## src/rtl/lpt_pkg.sv

```systemverilog
// Shared types, constants and helper functions of the leg-module PD torque block.
`default_nettype none

package lpt_pkg;

  // Pi and two pi with 30 fraction bits, rounded to the working precision below.
  localparam logic [63:0] PI_Q30     = 64'd3373259426;
  localparam logic [63:0] TWO_PI_Q30 = 64'd6746518852;

  // Magnitude width of the wrapped position error before reduction.
  localparam int unsigned MAG_W = 33;

  // Configuration register indexes.
  localparam logic [2:0] REG_SAMPLE_RATE  = 3'd0;
  localparam logic [2:0] REG_DEFAULT_P    = 3'd1;
  localparam logic [2:0] REG_DEFAULT_D    = 3'd2;
  localparam logic [2:0] REG_THETA_OFFSET = 3'd3;

  // Step controls that the sequencer hands to both lanes and the merge stage.
  typedef struct packed {
    logic load;
    logic q_mul;
    logic r_mul;
    logic r_fold;
    logic v_mul;
    logic v_sat;
    logic d_mul;
    logic fix;
    logic p_mul;
    logic sum;
    logic capture;
  } lane_ctrl_t;

  // Round a constant with 30 fraction bits to frac fraction bits.
  function automatic logic [MAG_W-1:0] round_q30(input logic [63:0] v, input int frac);
    logic [63:0] r;
    r = (v + (64'd1 << (29 - frac))) >> (30 - frac);
    return r[MAG_W-1:0];
  endfunction

  // Saturate a wide signed value to 32 bits.
  function automatic logic signed [31:0] sat32(input logic signed [63:0] v);
    logic signed [31:0] r;
    if (v > 64'sd2147483647) begin
      r = 32'sh7fffffff;
    end else if (v < -64'sd2147483648) begin
      r = 32'sh80000000;
    end else begin
      r = v[31:0];
    end
    return r;
  endfunction

endpackage

`default_nettype wire

```

## src/rtl/lpt_merge.sv

```systemverilog
// Merge stage: leg theta and beta from both angles, and the output register.
`default_nettype none

module lpt_merge import lpt_pkg::*; (
  input  logic               clk_i,
  input  logic               rst_ni,
  input  lane_ctrl_t         ctrl_i,
  input  logic               out_stall_i,
  input  logic signed [31:0] tq_r_i,
  input  logic signed [31:0] tq_l_i,
  input  logic signed [31:0] vel_r_i,
  input  logic signed [31:0] vel_l_i,
  input  logic signed [31:0] angle_r_i,
  input  logic signed [31:0] angle_l_i,
  input  logic        [17:0] offset_i,
  output logic               out_valid_o,
  output logic signed [31:0] torque_right_o,
  output logic signed [31:0] torque_left_o,
  output logic signed [31:0] leg_theta_o,
  output logic signed [31:0] leg_beta_o,
  output logic signed [31:0] velocity_right_o,
  output logic signed [31:0] velocity_left_o
);

  logic signed [32:0] ang_diff;
  logic signed [32:0] ang_sum;
  logic signed [32:0] half_sum;
  logic signed [63:0] theta_wide;
  logic               valid_q;

  // Feedback theta is half the angle difference plus the offset; beta is the mean.
  assign ang_diff   = 33'(angle_l_i) - 33'(angle_r_i);
  assign ang_sum    = 33'(angle_l_i) + 33'(angle_r_i);
  assign half_sum   = ang_sum >>> 1;
  assign theta_wide = 64'(ang_diff >>> 1) + $signed({46'b0, offset_i});

  // Result register.
  always_ff @(posedge clk_i) begin
    if (ctrl_i.capture) begin
      torque_right_o   <= tq_r_i;
      torque_left_o    <= tq_l_i;
      leg_theta_o      <= sat32(theta_wide);
      leg_beta_o       <= half_sum[31:0];
      velocity_right_o <= vel_r_i;
      velocity_left_o  <= vel_l_i;
    end
  end

  // Valid flag: set on capture, cleared when the transaction completes.
  always_ff @(posedge clk_i or negedge rst_ni) begin
    if (!rst_ni) begin
      valid_q <= 1'b0;
    end else if (ctrl_i.capture) begin
      valid_q <= 1'b1;
    end else if (!out_stall_i) begin
      valid_q <= 1'b0;
    end
  end

  assign out_valid_o = valid_q;

endmodule

`default_nettype wire

```

## config.mk

```make
export PLATFORM = sky130hd
export DESIGN_NAME = lpt_merge
export DESIGN_NICKNAME = d
export VERILOG_FILES = /design/src/rtl/lpt_pkg.sv /design/src/rtl/lpt_merge.sv
export SDC_FILE = /design/constraint.sdc
export NUM_CORES = 1
export LEC_CHECK = 0
export ABC_AREA = 1
export BUFFER_PORTS_ARGS = -buffer_cell sky130_fd_sc_hd__buf_2
export CAP_MARGIN = 5
export CELL_PAD_IN_SITES_DETAIL_PLACEMENT = 1
export CELL_PAD_IN_SITES_GLOBAL_PLACEMENT = 1
export CORE_ASPECT_RATIO = 1.5
export CORE_UTILIZATION = 40
export CTS_CLUSTER_DIAMETER = 40
export CTS_CLUSTER_SIZE = 16
export DETAILED_ROUTE_END_ITERATION = 7
export GPL_TIMING_DRIVEN = 1
export HOLD_SLACK_MARGIN = 0.05
export PLACE_DENSITY = 0.9
export SETUP_SLACK_MARGIN = 0.2
export SLEW_MARGIN = 20
export SYNTH_ARGS = -nofsm -noshare
export SYNTH_HDL_FRONTEND = slang
export SYNTH_SLANG_ARGS = --single-unit
```

## constraint.sdc

```tcl
create_clock -name clk_i -period 1.5 [get_ports clk_i]
set_clock_uncertainty 0.2 [all_clocks]
set_input_delay 0.075 -clock clk_i [delete_from_list [all_inputs] [get_ports clk_i]]
set_output_delay 0.075 -clock clk_i [all_outputs]
set_load 0.01 [all_outputs]
```

==> results.txt, run 1 <==
status -> stopped before the end
Exit stage -> clock tree synthesis (4_1_cts)
Tool Error -> [ERROR DPL-0033] detailed placement checks failed during check placement.
Initial Util -> 40.80%
CTS sink cnt -> 193
die extent in y -> 214.7 um
Mapped Cells -> 1368
Cell Area, Synth -> 0.01207 mm2
Avg Inst Size Synth -> 8.822 um2
Async SR Flop Fraction -> 0.5181%
post-synthesis sequential area ratio -> 47.98%
clock tree root driver cell -> clkbuf_16
Rows -> 77
ranking of synthesized cells by area -> edfxtp_1, nand2_1, ha_1
Die Width -> 143.8 um
Yosys top cell by area -> edfxtp_1
predominant post-synthesis flop cell -> edfxtp_1
number of enable flip-flop cells after synthesis -> 192
Synth Net Count -> 1679
CTS Buf Count -> 17
top cell type's share of synthesized area -> 47.78%
post-synthesis register bit count -> 193
dpl ws -> -2418 ps
Cell variety after synth -> 38
post_cts resized -> 310
post-detail-place hpwl -> 43.26 mm
CTS H-tree depth -> 4
Post-CTS Setup Bufs -> 69
Max clock buf depth -> 2
IO buf count -> 406
GPL Wtd Cong -> 0.9432
YS warnings -> 0
I/O pin cnt -> 417
Hold-fix buffers, CTS -> 132
-- through the flow --
stage	hold WS [ps]	cells	cell area, um2	utilization, %
after floorplan	-420.6	1368	12560	-
after global placement	-350.3	2467	17320	58.56
after detailed placement	-348.5	2467	17320	58.56
-- cells by family after synthesis --
family                     count (synthesis)  share of synthesized area, %
AOI/OAI and AO/OA                        135                         6.148
adders and majority gates                 87                         9.207
buffers and inverters                    264                         9.134
xor gates and xnor gates                  74                         5.371
and+or+nand+nor                          615                         22.16
DFF                                      193                         47.98
-- synthesized netlist by cell type, drive strengths merged, types with 11 or more instances --
library cell	n
ha	84
inv	241
edfxtp	192
xor2	63
nand2	414
o21ai	32
a21oi	74
nand3	54
nand4	14
nor3	14
nor2	111
xnor2	11
buf	23
==> run 2: changes to the inputs <==
==> config.mk (replaced) <==
export PLATFORM = sky130hd
export DESIGN_NAME = lpt_merge
export DESIGN_NICKNAME = d
export VERILOG_FILES = /design/src/rtl/lpt_pkg.sv /design/src/rtl/lpt_merge.sv
export SDC_FILE = /design/constraint.sdc
export NUM_CORES = 1
export LEC_CHECK = 0
export ABC_AREA = 1
export BUFFER_PORTS_ARGS = -buffer_cell sky130_fd_sc_hd__buf_2
export CAP_MARGIN = 5
export CORE_UTILIZATION = 39
export DETAILED_ROUTE_END_ITERATION = 7
export GPL_TIMING_DRIVEN = 1
export PLACE_DENSITY_LB_ADDON = 0.15
export SLEW_MARGIN = 20
export SYNTH_ARGS = -nofsm -noshare
export SYNTH_HDL_FRONTEND = slang
export SYNTH_SLANG_ARGS = --single-unit
==> run 2 against run 1 <==
The flow now finishes, with violations (negative hold slack, negative setup slack); synthesized cell count unchanged; synthesized area unchanged.
==> results.txt, run 2 <==
Cell Area, Synth -> 0.01207 mm2
Yosys top cell by area -> edfxtp_1
Syn-to-layout area delta -> 72.23%
initial antenna violation count -> 1
IO buf count -> 406
DR iter-0 viols -> 500
clock tree root driver cell -> clkbuf_16
layout cells sized above 1 -> 48.49%
Max Cap Viol -> 0
predominant post-synthesis flop cell -> edfxtp_1
commonest cells after routing, fill and taps aside -> buf_2, buf_4, nand2_1, inv_1, edfxtp_1
worst setup margin -> -1604 ps
clock tree from TritonCTS -> done
pin count of the biggest net entering global routing -> 63
fin. max-slew vios -> 0
GPL Wtd Cong -> 0.8886
ranking of synthesized cells by area -> edfxtp_1, nand2_1, ha_1
Min Hold Slack -> -161.5 ps
CTS sink cnt -> 193
number of enable flip-flop cells after synthesis -> 192
Lkg Pwr -> 10.27 nW
Worst setup SP type -> primary input
top cell type's share of synthesized area -> 47.78%
vias per inst -> 4.575
count leader, synth -> nand2_1
CP arrival -> 3110 ps
I/O pin cnt -> 417
setup TNS -> -59570 ps
Cell variety after synth -> 38
Mapped Cells -> 1368
Final Setup Violations -> 58
core footprint -> 0.03051 mm2
status -> finished with violations
WP data required -> 1500 ps
Final Hold Vio Count -> 1
commonest cells in the synthesized netlist -> nand2_1, inv_1, edfxtp_1
post-detail-place hpwl -> 32.34 mm
fmax -> 0.3221 GHz
total track usage -> 25.83%
grt ovf -> 0
most common cell after layout, fill and taps aside -> buf_2
WS Path Type -> in2reg
DIE AREA -> 0.03165 mm2
Synth Net Count -> 1679
wire length per cell -> 15.77 um
Layout Nets -> 2585
fin crit period -> 3104 ps
die extent in y -> 177.9 um
failing checks -> negative hold slack, negative setup slack
Post-route DRC -> 0
Async SR Flop Fraction -> 0.5181%
Die Width -> 177.9 um
vias in the first global route -> 12360
power density cells -> 977.0 mW/mm2
RSZ-0062 raised after global routing -> true
remaining antenna violation count after routing -> 0
actual slew at the worst max-slew pin -> 411.8 ps
Avg Inst Size Synth -> 8.822 um2
Routed WL -> 42.32 mm
post-synthesis sequential area ratio -> 47.98%
fin crit share -> 207.0%
Peak VDD IR -> 0.8290 mV
first-pass GRT wire length -> 62.60 mm
Setup crit end kind -> flip-flop
vias post-DR -> 12280
crit-path max FO -> 6
HP Class -> in2reg
Initial Util -> 39.55%
post-synthesis register bit count -> 193
drt pass-1 iters -> 5
YS warnings -> 0
relative slew slack -> 72.45%
Rows -> 64
worst skew pair latency -> 440 ps
CTS Buf Count -> 17
CTS H-tree depth -> 4
Hold-fix buffers, CTS -> 134
Max clock buf depth -> 2
Clk pin slew, worst setup/hold paths -> 80 ps
## run 2: cell counts after synthesis
No cell type changed its count.
## run 2: worst max-delay path, stage by stage
cell and delay, ps:
buf_12 90, inv_12 30, nand2_4 50, inv_2 40, fa_2 390, inv_2 80
nand2_2 60, nand2_2 90, nand3_2 90, nand2_4 100, a31oi_4 100, xor2_2 190
ha_1 340, a21oi_2 160, o21ai_1 80, a21oi_1 120, nand2_1 90, nand2_1 70
nand2_1 60, nand3_2 90, nor2_4 40, buf_6 110, nand3_4 70, nand3_4 140
clkbuf_16 200, nand2_1 70, nand2_2 50
## run 2: logic make-up (layout without fill, tap and decap cells)
logic type               Yosys count  count (layout)  synth area share (%)
adder cells (fa/ha/maj)           87              87                 9.207
AO/OA/AOI/OAI                    135             135                 6.148
XOR/XNOR                          74              74                 5.371
other                              0               1                     0
flip-flops                       193             193                 47.98
AND/OR/NAND/NOR                  615             615                 22.16
buffers and inverters            264            1183                 9.134
## run 2: report_power, final
part,switching (mW),total (mW),internal (mW)
combinational,4.40,8.56,4.16
sequential,0.171,6.97,6.80
clock,2.47,4.77,2.31
total,7.04,20.3,13.3
## run 2: routing by layer
layer / share of wire, % / wire, um / global-route usage [%]
met1: 41 / 17370 / 31.59
met3: 4.7 / 2000 / 3.213
met2: 52 / 21970 / 46.60
met5: 0.019 / 8 / 0
met4: 2.3 / 970 / 8.511
## run 2: path summary, 6_finish.rpt
check                              from        endpoint  slack, ps  depth (start not counted)
hold reg to reg             out_valid_o     out_valid_o        310                          1
max in group asynchronous        rst_ni     out_valid_o        650                          3
setup / recovery           angle_l_i[0]  leg_theta_o[6]      -1600                         27
setup reg to reg            out_valid_o     out_valid_o        630                          1
min in group asynchronous        rst_ni     out_valid_o        340                          3
hold / removal              offset_i[0]  leg_theta_o[0]       -160                          4
## run 2: through the flow
stage / worst slack, ps / utilization [%] / std cells / total power [mW] / instance area (um2)
after floorplan: -1614 / - / 1368 / 10.66 / 12550
after global placement: -2002 / 56.93 / 2476 / 14.12 / 17370
after detailed placement: -2152 / 56.93 / 2476 / 14.20 / 17370
after CTS: -1498 / 66.23 / 2667 / 19.96 / 20210
after global routing: -1807 / 68.12 / 2683 / 21.40 / 20780
final: -1604 / 68.13 / 2684 / 20.31 / 20780
## run 2: repair_timing
action,CTS,global route
gates resized for setup,152,102
endpoints found under the hold margin,143,1
setup buffers,29,19
gates cloned,2,3
endpoints found under the setup margin,59,60
pin swaps,65,54
## run 2: final cells by class
type,instances,area (um2)
clock buffers,17,425.4
flip-flops and latches,193,5791
multi-input cells,911,6430
diodes,1,2.502
clock inverters,15,196.4
repair buffers,910,6495
well taps,396,495.5
fillers,2442,9724
inverters,241,949.7
Note: power is estimated with default switching activity, not from simulation.
